### src/design/assert_macros.svh
// Assertion macros shared by the snippet fragment selector RTL.
// Needs nothing else; included by the modules that carry checks.
`ifndef ASSERT_MACROS_SVH
`define ASSERT_MACROS_SVH

// A condition that must hold at every clock edge out of reset.
`define ASSERT_ALWAYS(label, clk, rst, expr) \
  label: assert property (@(posedge clk) disable iff (rst) (expr)) \
    else $error("invariant violated");

// A consequence that must hold in the same cycle as its antecedent.
`define ASSERT_IMPLIES(label, clk, rst, ante, cons) \
  label: assert property (@(posedge clk) disable iff (rst) (ante) |-> (cons)) \
    else $error("implication violated");

`endif

### src/design/sfs_pkg.sv
// Package for the snippet fragment selector: widths, register codes and
// the fragment request record passed from the front end to the back end.
`default_nettype none

package sfs_pkg;

  // Sizing of the word window, byte offsets and weights.
  localparam int WINDOW_DEPTH     = 16;
  localparam int OFFSET_BITS      = 31;
  localparam int WEIGHT_FRAC_BITS = 16;

  localparam int POS_W    = 32;
  localparam int TERM_W   = 16;
  localparam int WEIGHT_W = 24;
  localparam int FW_W     = 27;
  localparam int TOTAL_W  = 32;
  localparam int CTX_W    = 4;

  // Window and counter widths.
  localparam int WIN_IDX_W = $clog2(WINDOW_DEPTH);
  localparam int FILL_W    = $clog2(WINDOW_DEPTH + 1);
  localparam int WREM_W    = CTX_W + 1;
  localparam int KEEP_W    = (FILL_W > WREM_W) ? FILL_W : WREM_W;

  // Highlight zones and fragment extensions.
  localparam int ZONE_MAX = 5;
  localparam int ZC_W     = $clog2(ZONE_MAX + 1);
  localparam int EXT_W    = 3;
  localparam logic [EXT_W-1:0] EXT_LIMIT = EXT_W'(3);

  // Depth of the queue between the front and back ends.
  localparam int QDEPTH = 4;
  localparam int QPTR_W = $clog2(QDEPTH);
  localparam int QCNT_W = $clog2(QDEPTH + 1);

  // Configuration port.
  localparam int CFG_IDX_W  = 2;
  localparam int CFG_DATA_W = 32;
  localparam logic [CFG_IDX_W-1:0] CFG_CONTEXT_WORDS = CFG_IDX_W'(0);
  localparam logic [CFG_IDX_W-1:0] CFG_TOTAL_LIMIT   = CFG_IDX_W'(1);
  localparam logic [CFG_IDX_W-1:0] CFG_MIN_WEIGHT    = CFG_IDX_W'(2);

  // Reset values of the configuration registers.
  localparam logic [CTX_W-1:0]   CONTEXT_RESET = CTX_W'(4);
  localparam logic [TOTAL_W-1:0] LIMIT_RESET   = TOTAL_W'(5) << WEIGHT_FRAC_BITS;
  localparam logic [FW_W-1:0]    MIN_W_RESET   = FW_W'(1) << WEIGHT_FRAC_BITS;

  typedef struct packed {
    logic [OFFSET_BITS-1:0] lo;
    logic [OFFSET_BITS-1:0] hi;
  } zone_t;

  typedef zone_t [ZONE_MAX-1:0] zone_vec_t;

  // One closed fragment that is to be emitted, zone by zone.
  typedef struct packed {
    logic [OFFSET_BITS-1:0] frag_start;
    logic [OFFSET_BITS-1:0] frag_stop;
    logic [FW_W-1:0]        frag_weight;
    logic [POS_W-1:0]       hit_pos;
    logic [TERM_W-1:0]      best_term;
    zone_vec_t              zones;
    logic [ZC_W-1:0]        zone_count;
  } frag_rec_t;

endpackage

`default_nettype wire

### src/design/sfs_front.sv
// Front end of the snippet fragment selector: configuration registers,
// word window, open-fragment tracking and the close decision. Uses sfs_pkg.
`default_nettype none
`include "assert_macros.svh"

module sfs_front (
  input  logic                                clk,
  input  logic                                rst,
  input  logic                                cfg_we,
  input  logic [sfs_pkg::CFG_IDX_W-1:0]       cfg_index,
  input  logic [sfs_pkg::CFG_DATA_W-1:0]      cfg_data,
  input  logic                                accept,
  input  logic                                new_doc,
  input  logic [sfs_pkg::OFFSET_BITS-1:0]     word_start,
  input  logic [sfs_pkg::OFFSET_BITS-1:0]     word_end,
  input  logic [sfs_pkg::POS_W-1:0]           word_pos,
  input  logic                                is_hit,
  input  logic [sfs_pkg::TERM_W-1:0]          term_id,
  input  logic [sfs_pkg::WEIGHT_W-1:0]        term_weight,
  output logic                                rec_push,
  output sfs_pkg::frag_rec_t                  rec
);
  import sfs_pkg::*;

  // Configuration registers.
  logic [CTX_W-1:0]   context_words;
  logic [TOTAL_W-1:0] total_weight_limit;
  logic [FW_W-1:0]    min_fragment_weight;

  // Window of recent word starts, newest first.
  logic [OFFSET_BITS-1:0] window [WINDOW_DEPTH];
  logic [OFFSET_BITS-1:0] win_shift [WINDOW_DEPTH];

  // Fragment state.
  logic [FILL_W-1:0]      window_fill, window_fill_next, base_fill;
  logic [WREM_W-1:0]      words_remaining, words_remaining_next, base_wr;
  logic [EXT_W-1:0]       extension_count, extension_count_next, base_ext;
  logic                   previous_was_hit, previous_was_hit_next, base_prev;
  logic [OFFSET_BITS-1:0] frag_start, frag_start_next;
  logic [OFFSET_BITS-1:0] frag_stop, frag_stop_next;
  logic [FW_W-1:0]        frag_weight, frag_weight_next, base_fw;
  logic [TOTAL_W-1:0]     running_total, running_total_next, base_rt;
  logic [POS_W-1:0]       hit_pos, hit_pos_next;
  logic [TERM_W-1:0]      best_term, best_term_next;
  logic [WEIGHT_W-1:0]    best_weight, best_weight_next, base_bw;
  zone_vec_t              zones, zones_next;
  logic [ZC_W-1:0]        zone_count, zone_count_next, base_zc;

  // Intermediate values.
  logic [KEEP_W-1:0]      keep, keep_ctx, keep_fill, keep_m1;
  logic [WIN_IDX_W-1:0]   sel_idx;
  logic [FW_W:0]          fw_sum;
  logic [TOTAL_W:0]       rt_sum;
  logic                   close_frag;
  logic                   keep_frag;

  // Configuration writes; unknown indexes are ignored.
  always_ff @(posedge clk) begin
    if (rst) begin
      context_words       <= CONTEXT_RESET;
      total_weight_limit  <= LIMIT_RESET;
      min_fragment_weight <= MIN_W_RESET;
    end else if (cfg_we) begin
      unique case (cfg_index)
        CFG_CONTEXT_WORDS: context_words       <= cfg_data[CTX_W-1:0];
        CFG_TOTAL_LIMIT:   total_weight_limit  <= cfg_data[TOTAL_W-1:0];
        CFG_MIN_WEIGHT:    min_fragment_weight <= cfg_data[FW_W-1:0];
        default: ;
      endcase
    end
  end

  // The window as it stands once this word has been shifted in.
  always_comb begin
    win_shift[0] = word_start;
    for (int i = 1; i < WINDOW_DEPTH; i++) begin
      win_shift[i] = window[i-1];
    end
  end

  // Per-word update of the open fragment and the close decision.
  always_comb begin
    // A new document starts from cleared state.
    base_fill = new_doc ? '0 : window_fill;
    base_wr   = new_doc ? '0 : words_remaining;
    base_ext  = new_doc ? '0 : extension_count;
    base_prev = new_doc ? 1'b0 : previous_was_hit;
    base_fw   = new_doc ? '0 : frag_weight;
    base_rt   = new_doc ? '0 : running_total;
    base_bw   = new_doc ? '0 : best_weight;
    base_zc   = new_doc ? '0 : zone_count;

    window_fill_next = (base_fill < FILL_W'(WINDOW_DEPTH)) ? base_fill + 1'b1 : base_fill;

    // The fragment opens at the oldest of the last keep words.
    keep_ctx  = KEEP_W'(context_words) + 1'b1;
    keep_fill = KEEP_W'(window_fill_next);
    keep      = (keep_ctx < keep_fill) ? keep_ctx : keep_fill;
    keep_m1   = keep - 1'b1;
    sel_idx   = keep_m1[WIN_IDX_W-1:0];

    words_remaining_next  = base_wr;
    extension_count_next  = base_ext;
    previous_was_hit_next = 1'b0;
    frag_start_next       = frag_start;
    frag_stop_next        = frag_stop;
    frag_weight_next      = base_fw;
    running_total_next    = base_rt;
    hit_pos_next          = hit_pos;
    best_term_next        = best_term;
    best_weight_next      = base_bw;
    zones_next            = zones;
    zone_count_next       = base_zc;
    fw_sum                = '0;
    rt_sum                = '0;
    close_frag            = 1'b0;
    keep_frag             = 1'b0;

    if (is_hit) begin
      if (base_wr == '0) begin
        // Open a fragment with a single zone.
        hit_pos_next     = word_pos;
        frag_start_next  = win_shift[sel_idx];
        frag_stop_next   = word_end;
        zones_next[0].lo = word_start;
        zones_next[0].hi = word_end;
        zone_count_next  = ZC_W'(1);
        best_term_next   = term_id;
        best_weight_next = term_weight;
      end else begin
        // Extend: grow the last zone on a run of hits, else add one.
        extension_count_next = base_ext + 1'b1;
        if (base_prev && (base_zc != '0)) begin
          for (int i = 0; i < ZONE_MAX; i++) begin
            if (ZC_W'(i) == base_zc - 1'b1) begin
              zones_next[i].hi = word_end;
            end
          end
        end else if (base_zc < ZC_W'(ZONE_MAX)) begin
          for (int i = 0; i < ZONE_MAX; i++) begin
            if (ZC_W'(i) == base_zc) begin
              zones_next[i].lo = word_start;
              zones_next[i].hi = word_end;
            end
          end
          zone_count_next = base_zc + 1'b1;
        end
        if (term_weight > base_bw) begin
          best_term_next   = term_id;
          best_weight_next = term_weight;
        end
      end
      previous_was_hit_next = 1'b1;
      fw_sum = {1'b0, base_fw} + (FW_W + 1)'(term_weight);
      frag_weight_next = fw_sum[FW_W] ? '1 : fw_sum[FW_W-1:0];
      words_remaining_next = WREM_W'(context_words) + 1'b1;
      // Too many extensions: close on this word.
      if (extension_count_next > EXT_LIMIT) begin
        words_remaining_next = WREM_W'(1);
        extension_count_next = '0;
      end
    end

    // Count down the trailing context; the fragment closes at zero.
    if (words_remaining_next != '0) begin
      words_remaining_next = words_remaining_next - 1'b1;
      frag_stop_next       = word_end;
      close_frag           = (words_remaining_next == '0);
    end

    rec.frag_start  = frag_start_next;
    rec.frag_stop   = frag_stop_next;
    rec.frag_weight = frag_weight_next;
    rec.hit_pos     = hit_pos_next;
    rec.best_term   = best_term_next;
    rec.zones       = zones_next;
    rec.zone_count  = zone_count_next;

    if (close_frag) begin
      keep_frag = (base_rt < total_weight_limit) ||
                  (frag_weight_next >= min_fragment_weight);
      rt_sum = {1'b0, base_rt} + (TOTAL_W + 1)'(frag_weight_next);
      running_total_next = rt_sum[TOTAL_W] ? '1 : rt_sum[TOTAL_W-1:0];
      frag_weight_next = '0;
      best_weight_next = '0;
      zone_count_next  = '0;
    end

    rec_push = accept && close_frag && keep_frag;
  end

  // Control state.
  always_ff @(posedge clk) begin
    if (rst) begin
      window_fill      <= '0;
      words_remaining  <= '0;
      extension_count  <= '0;
      previous_was_hit <= 1'b0;
      frag_weight      <= '0;
      running_total    <= '0;
      best_weight      <= '0;
      zone_count       <= '0;
    end else if (accept) begin
      window_fill      <= window_fill_next;
      words_remaining  <= words_remaining_next;
      extension_count  <= extension_count_next;
      previous_was_hit <= previous_was_hit_next;
      frag_weight      <= frag_weight_next;
      running_total    <= running_total_next;
      best_weight      <= best_weight_next;
      zone_count       <= zone_count_next;
    end
  end

  // Payload state: window, fragment bounds, hit position, best term and zones.
  always_ff @(posedge clk) begin
    if (accept) begin
      for (int i = 0; i < WINDOW_DEPTH; i++) begin
        window[i] <= win_shift[i];
      end
      frag_start <= frag_start_next;
      frag_stop  <= frag_stop_next;
      hit_pos    <= hit_pos_next;
      best_term  <= best_term_next;
      zones      <= zones_next;
    end
  end

  // With no fragment open, its weight and best weight are clear.
  `ASSERT_IMPLIES(a_idle_frag_clear, clk, rst, words_remaining == '0, (frag_weight == '0) && (best_weight == '0))

endmodule

`default_nettype wire

### src/design/sfs_queue.sv
// Short register queue of fragment requests between front and back end.
// Uses sfs_pkg for the request record and the queue depth.
`default_nettype none
`include "assert_macros.svh"

module sfs_queue (
  input  logic               clk,
  input  logic               rst,
  input  logic               push,
  input  sfs_pkg::frag_rec_t rec_in,
  output logic               full,
  input  logic               pop,
  output sfs_pkg::frag_rec_t rec_out,
  output logic               empty
);
  import sfs_pkg::*;

  frag_rec_t           slots [QDEPTH];
  logic [QPTR_W-1:0]   wr_ptr;
  logic [QPTR_W-1:0]   rd_ptr;
  logic [QCNT_W-1:0]   count;
  logic                do_push;
  logic                do_pop;

  assign full    = (count == QCNT_W'(QDEPTH));
  assign empty   = (count == '0);
  assign do_push = push && !full;
  assign do_pop  = pop && !empty;
  assign rec_out = slots[rd_ptr];

  // Pointers and fill count.
  always_ff @(posedge clk) begin
    if (rst) begin
      wr_ptr <= '0;
      rd_ptr <= '0;
      count  <= '0;
    end else begin
      if (do_push) begin
        wr_ptr <= (wr_ptr == QPTR_W'(QDEPTH - 1)) ? '0 : wr_ptr + 1'b1;
      end
      if (do_pop) begin
        rd_ptr <= (rd_ptr == QPTR_W'(QDEPTH - 1)) ? '0 : rd_ptr + 1'b1;
      end
      if (do_push && !do_pop) begin
        count <= count + 1'b1;
      end else if (do_pop && !do_push) begin
        count <= count - 1'b1;
      end
    end
  end

  // Request storage.
  always_ff @(posedge clk) begin
    if (do_push) begin
      slots[wr_ptr] <= rec_in;
    end
  end

  `ASSERT_ALWAYS(a_count_bound, clk, rst, count <= QCNT_W'(QDEPTH))

endmodule

`default_nettype wire

### src/design/sfs_back.sv
// Back end of the snippet fragment selector: walks the zones of each
// queued fragment request and fills the result register. Uses sfs_pkg.
`default_nettype none
`include "assert_macros.svh"

module sfs_back (
  input  logic                            clk,
  input  logic                            rst,
  input  logic                            q_empty,
  input  sfs_pkg::frag_rec_t              q_rec,
  output logic                            q_pop,
  output logic                            empty,
  input  logic                            pop,
  output logic [sfs_pkg::OFFSET_BITS-1:0] frag_start,
  output logic [sfs_pkg::OFFSET_BITS-1:0] frag_stop,
  output logic [sfs_pkg::FW_W-1:0]        frag_weight,
  output logic [sfs_pkg::POS_W-1:0]       first_hit_pos,
  output logic [sfs_pkg::TERM_W-1:0]      best_term,
  output logic [sfs_pkg::OFFSET_BITS-1:0] zone_start,
  output logic [sfs_pkg::OFFSET_BITS-1:0] zone_end,
  output logic                            last_zone
);
  import sfs_pkg::*;

  logic              out_valid;
  logic [ZC_W-1:0]   zone_idx;
  logic              load;
  logic              is_last;
  zone_t             cur_zone;

  assign empty   = !out_valid;
  assign load    = !q_empty && (!out_valid || pop);
  assign is_last = (zone_idx + 1'b1 == q_rec.zone_count);
  assign q_pop   = load && is_last;

  // Pick the zone under the walk index.
  always_comb begin
    cur_zone = q_rec.zones[0];
    for (int i = 1; i < ZONE_MAX; i++) begin
      if (zone_idx == ZC_W'(i)) begin
        cur_zone = q_rec.zones[i];
      end
    end
  end

  // Result valid flag and zone walk index.
  always_ff @(posedge clk) begin
    if (rst) begin
      out_valid <= 1'b0;
      zone_idx  <= '0;
    end else begin
      if (load) begin
        out_valid <= 1'b1;
        zone_idx  <= is_last ? '0 : zone_idx + 1'b1;
      end else if (pop) begin
        out_valid <= 1'b0;
      end
    end
  end

  // Result register.
  always_ff @(posedge clk) begin
    if (load) begin
      frag_start    <= q_rec.frag_start;
      frag_stop     <= q_rec.frag_stop;
      frag_weight   <= q_rec.frag_weight;
      first_hit_pos <= q_rec.hit_pos;
      best_term     <= q_rec.best_term;
      zone_start    <= cur_zone.lo;
      zone_end      <= cur_zone.hi;
      last_zone     <= is_last;
    end
  end

  // Every queued request holds at least one zone, and the walk stays inside it.
  `ASSERT_IMPLIES(a_rec_has_zone, clk, rst, !q_empty, q_rec.zone_count != '0)
  `ASSERT_IMPLIES(a_walk_in_range, clk, rst, !q_empty, zone_idx < q_rec.zone_count)

endmodule

`default_nettype wire

### src/design/snippet_fragment_selector.sv
// Snippet fragment selector top level: front end, request queue, back end.
// One word per cycle unless full; full rises only while four closed fragments wait.
// A closing fragment enters the queue, then its zones are loaded into the single
// result register of the back end one per cycle while pop is held.
// Synchronous reset clears all control state and loads the register defaults.
`default_nettype none

module snippet_fragment_selector (
  input  logic                            clk,
  input  logic                            rst,
  input  logic                            cfg_we,
  input  logic [sfs_pkg::CFG_IDX_W-1:0]   cfg_index,
  input  logic [sfs_pkg::CFG_DATA_W-1:0]  cfg_data,
  input  logic                            push,
  output logic                            full,
  input  logic                            new_doc,
  input  logic [sfs_pkg::OFFSET_BITS-1:0] word_start,
  input  logic [sfs_pkg::OFFSET_BITS-1:0] word_end,
  input  logic [sfs_pkg::POS_W-1:0]       word_pos,
  input  logic                            is_hit,
  input  logic [sfs_pkg::TERM_W-1:0]      term_id,
  input  logic [sfs_pkg::WEIGHT_W-1:0]    term_weight,
  output logic                            empty,
  input  logic                            pop,
  output logic [sfs_pkg::OFFSET_BITS-1:0] frag_start,
  output logic [sfs_pkg::OFFSET_BITS-1:0] frag_stop,
  output logic [sfs_pkg::FW_W-1:0]        frag_weight,
  output logic [sfs_pkg::POS_W-1:0]       first_hit_pos,
  output logic [sfs_pkg::TERM_W-1:0]      best_term,
  output logic [sfs_pkg::OFFSET_BITS-1:0] zone_start,
  output logic [sfs_pkg::OFFSET_BITS-1:0] zone_end,
  output logic                            last_zone
);
  import sfs_pkg::*;

  logic      accept;
  logic      rec_push;
  frag_rec_t rec_in;
  frag_rec_t q_rec;
  logic      q_full;
  logic      q_empty;
  logic      q_pop;

  // A word is taken whenever the request queue has room.
  assign full   = q_full;
  assign accept = push && !q_full;

  sfs_front u_front (
    .clk         (clk),
    .rst         (rst),
    .cfg_we      (cfg_we),
    .cfg_index   (cfg_index),
    .cfg_data    (cfg_data),
    .accept      (accept),
    .new_doc     (new_doc),
    .word_start  (word_start),
    .word_end    (word_end),
    .word_pos    (word_pos),
    .is_hit      (is_hit),
    .term_id     (term_id),
    .term_weight (term_weight),
    .rec_push    (rec_push),
    .rec         (rec_in)
  );

  sfs_queue u_queue (
    .clk     (clk),
    .rst     (rst),
    .push    (rec_push),
    .rec_in  (rec_in),
    .full    (q_full),
    .pop     (q_pop),
    .rec_out (q_rec),
    .empty   (q_empty)
  );

  sfs_back u_back (
    .clk           (clk),
    .rst           (rst),
    .q_empty       (q_empty),
    .q_rec         (q_rec),
    .q_pop         (q_pop),
    .empty         (empty),
    .pop           (pop),
    .frag_start    (frag_start),
    .frag_stop     (frag_stop),
    .frag_weight   (frag_weight),
    .first_hit_pos (first_hit_pos),
    .best_term     (best_term),
    .zone_start    (zone_start),
    .zone_end      (zone_end),
    .last_zone     (last_zone)
  );

endmodule

`default_nettype wire

### config.mk
export PLATFORM = sky130hd
export DESIGN_NAME = snippet_fragment_selector
export DESIGN_NICKNAME = d
export VERILOG_FILES = /design/src/design/sfs_pkg.sv /design/src/design/sfs_front.sv /design/src/design/sfs_queue.sv /design/src/design/sfs_back.sv /design/src/design/snippet_fragment_selector.sv
export VERILOG_INCLUDE_DIRS = /design/src /design/src/design
export SDC_FILE = /design/constraint.sdc
export NUM_CORES = 2
export LEC_CHECK = 0
export ABC_CLOCK_PERIOD_IN_PS = 39000
export BUFFER_PORTS_ARGS = -buffer_cell sky130_fd_sc_hd__buf_2
export CORE_MARGIN = 5
export CORE_UTILIZATION = 62
export DETAILED_ROUTE_END_ITERATION = 6
export PLACE_DENSITY = 0.79
export RECOVER_POWER = 50
export SYNTH_ARGS = -nofsm -noshare
export SYNTH_HDL_FRONTEND = slang
export SYNTH_SLANG_ARGS = --single-unit
### constraint.sdc
create_clock -name clk -period 39 [get_ports clk]
set_input_delay 5.85 -clock clk [delete_from_list [all_inputs] [get_ports clk]]
set_output_delay 5.85 -clock clk [all_outputs]
set_load 0.02 [all_outputs]
==> flow_summary.json <==
{
  "status": "finished, violations left",
  "failed_checks": "max-capacitance violations, max-slew violations",
  "worst_setup_path_end_kind": "flop",
  "clk_pin_slew_ns": 0.06,
  "antenna_left": 0,
  "yosysTopAreaCellShare_pct": 71.0,
  "yosys.cell_types.count": 100,
  "final_util_pct": 69.6,
  "r2r_slack_ns": 22.01,
  "hold_path_depth": 0,
  "period_needed_ns": 18.74,
  "netlist_top_cells_area": "edfxtp_1 (71%), mux4_2 (11%), mux2_2 (3.5%)",
  "cpMostUsedCell": "clkbuf_1",
  "layout-drive-gt1-share_pct": 20.2,
  "cts.htree.levels": 5,
  "dpl.cell_count": 9210,
  "clkLatencyLatePin_ns": 0.93,
  "layout_common_cells": "edfxtp_1 (2885), mux4_2 (574), nand2_1 (362)",
  "setup_total_negative_slack_ns": 0,
  "crit_type": "primary input to flop",
  "rsz0062_at_grt": "no",
  "final_hold_viol_count": 0,
  "crit_path_start": "push",
  "slew_headroom_pct": -576,
  "syn_area_sq_um": 122000,
  "crit_slowest_cell": "clkbuf_1",
  "clk_path_buf_depth": 4,
  "p_sw_share_pct": 26.0,
  "drv_slew": 2081,
  "cts_resized": 0,
  "grt_overflow_total": 0,
  "clkSinkCount": 3061,
  "hold_start": "u_front.window[1][28]",
  "multi_input_area_sq_um": 30100,
  "place.gp.congestion": 0.890,
  "hold_class": "flop to flop",
  "grt_max_degree": 150,
  "reg2reg_depth": 8,
  "fp.dieArea_sq_um": 206000,
  "track_usage_pct": 26.5,
  "synth-seq-cells": 3061,
  "die_y_um": 454,
  "startpoint_type": "primary input",
  "combPwrFrac_pct": 16.1,
  "start_util_pct": 62.4,
  "cts_hold_buffers": 0,
  "port_buffers": 376,
  "clock_power_share_pct": 33.3,
  "synth_ff_type": "edfxtp_1",
  "postCtsSetupBuffers": 0,
  "rows": 162,
  "placed_area_sq_um": 127000,
  "cts-root-buf": "clkbuf_16",
  "period_share_pct": 48.0,
  "async_flop_share_pct": 0,
  "tightest_slew_ns": 10.13,
  "fin_area_sq_um": 136000,
  "initialDrtViolationCount": 7159,
  "regArea_sq_um": 90200,
  "totalPowerFinal_uw": 8650,
  "fin_skew_ns": 0.0723,
  "drv_cap": 37,
  "dp_hpwl_mm": 153,
  "p_int_uw": 6400,
  "wirelength_mm": 274,
  "core-area_sq_um": 195000,
  "drc": 0,
  "total_leakage_power_uw": 0.0446,
  "vias": 63218,
  "syn_avg_cell_area_sq_um": 18.9,
  "viasPerCell": 6.48,
  "syn_inst": 6441,
  "antenna_found_initial": 29,
  "die_width_um": 454,
  "first_global_vias": 64042,
  "holdPathEnd": "u_front.window[1][59]",
  "pin_count": 377,
  "worst_ep_required_time_ns": 39.40,
  "setup-violations-final": 0,
  "synth_seq_area_share_pct": 73.9,
  "cts_tree": "done",
  "fmax_ghz": 0.0534,
  "synth_edf_count": 2885,
  "first_pass_iters": 6,
  "area_delta_synth_final_pct": 11.4,
  "ys.warnings.count": 0,
  "numCtsBuffers": 314,
  "fill_cells": 11902,
  "grt_pass1_wl_mm": 410,
  "wl_per_cell_um": 28.1,
  "instances_no_fill": 9756,
  "syn_nets": 6775,
  "switchingPower_uw": 2250,
  "crit_chain": "clkbuf_1 -> nand2b_2 -> clkbuf_1 -> clkinvlp_2 -> clkbuf_1 -> clkbuf_1",
  "vdd_drop_max_mv": 0.0630,
  "synth_top_area_cell": "edfxtp_1",
  "final_nets": 7236,
  "cp_data_arrival_time_ns": 19.14,
  "final_common_cell": "edfxtp_1",
  "seqPwrFrac_pct": 50.5,
  "crit_fanout": 133,
  "powerDensity_nw_per_um2": 63.6,
  "rr_endpoint": "u_back.zone_end[24]",
  "critPathMaxStageDelay_ns": 6.00
}
==> worst max-delay path by stage <==
stage | cells past startpoint | slack [ns] | endpoint
final | 6 | 20.26 | u_front.zones[191]
after global placement | 25 | 23.19 | u_queue.slots[0][416]
after floorplan | 6 | 4.93 | u_front.running_total[19]
after detailed placement | 25 | 23.24 | u_queue.slots[0][201]
after global routing | 8 | 19.23 | u_back.zone_end[24]
after CTS | 25 | 24.17 | u_queue.slots[0][33]
==> synthesized netlist by cell type, types with 8 or more instances <==
cell type / number
edfxtp_1: 2885
mux4_2: 574
mux2_2: 380
nand2_1: 366
a21oi_1: 293
nor2_1: 269
clkbuf_1: 189
dfxtp_1: 176
ha_1: 156
inv_1: 122
mux2i_1: 107
nor2b_1: 95
buf_1: 83
o21ai_0: 83
a211oi_1: 80
a21o_1: 54
a311oi_1: 42
xnor2_1: 41
a211oi_2: 30
buf_2: 30
nand3_1: 27
nor3_1: 21
and3_1: 20
nand4_1: 20
o211ai_1: 20
o21a_1: 20
xor2_1: 20
a31oi_1: 17
a22o_1: 16
buf_6: 14
nand2b_1: 12
o21bai_1: 12
o31ai_1: 9
and2_1: 8
o22a_1: 8
==> stage by stage <==
step | hold slack (ns) | worst slack, ns
2_1_floorplan | 0.417 | 4.93
3_3_place_gp | 0.423 | 23.19
3_5_place_dp | 0.428 | 23.24
4_1_cts | 0.394 | 24.17
5_1_grt | 0.404 | 19.23
6_report | 0.400 | 20.26
==> cell families (layout without fill, tap and decap cells) <==
kind of cell | count (synthesis) | after routing | synth area share, %
XOR/XNOR | 62 | 62 | 0.451
flip-flops | 3061 | 3061 | 73.9
other | 0 | 14 | 0
adder cells (fa/ha/maj) | 159 | 159 | 1.65
multiplexers | 1062 | 1062 | 15.0
buffers and inverters | 450 | 1127 | 1.54
AND/OR/NAND/NOR | 887 | 887 | 3.25
AO/OA/AOI/OAI | 760 | 760 | 4.22
==> worst max-delay path: cells and delay by family <==
kind          cells  cell delay, ns
simple gates      1            0.09
buf+inv           5           12.85
==> per-layer routing <==
layer  global-route usage (%)  vias to the layer above  wire (um)
met4                     8.59                        8       9030
li1                         -                    26843          -
met5                        0                        -         55
met1                     37.7                    32834     109000
met3                     4.11                      542      20700
met2                     43.1                     2991     135000
==> power by group through the flow <==
| stage | clock network, uW | logic [uW] | registers (uW) |
|---|---|---|---|
| after floorplan | 0 | 765 | 4690 |
| after global placement | 0 | 1370 | 4370 |
| after detailed placement | 0 | 1410 | 4390 |
| after CTS | 2920 | 1420 | 4340 |
| after global routing | 3070 | 1500 | 4400 |
| final | 2880 | 1400 | 4370 |
==> flip-flops by register name (all words and copies together) (netlist names), 24 cells and up, named ones only <==
register / count
u_front.min_fragment_weight: 27
u_back.frag_start: 31
u_back.frag_stop: 31
u_queue.slots: 1800
u_front.best_weight: 24
u_front.frag_stop: 31
u_front.total_weight_limit: 32
u_back.zone_start: 31
u_front.frag_weight: 27
u_back.frag_weight: 27
u_front.running_total: 32
u_front.hit_pos: 32
u_front.window: 465
u_back.zone_end: 31
u_front.zones: 310
u_front.frag_start: 31
u_back.first_hit_pos: 32
==> layout make-up <==
cell class / instances / share of cell area, %
clock inverters: 130 / 0.977
multi-input cells: 2930 / 22.1
flip-flops and latches: 3061 / 66.3
clock buffers: 402 / 6.18
diodes: 14 / 0.0258
repair buffers: 469 / 1.63
inverters: 126 / 0.349
well taps: 2624 / 2.41
(Power assumes the default switching activity.)
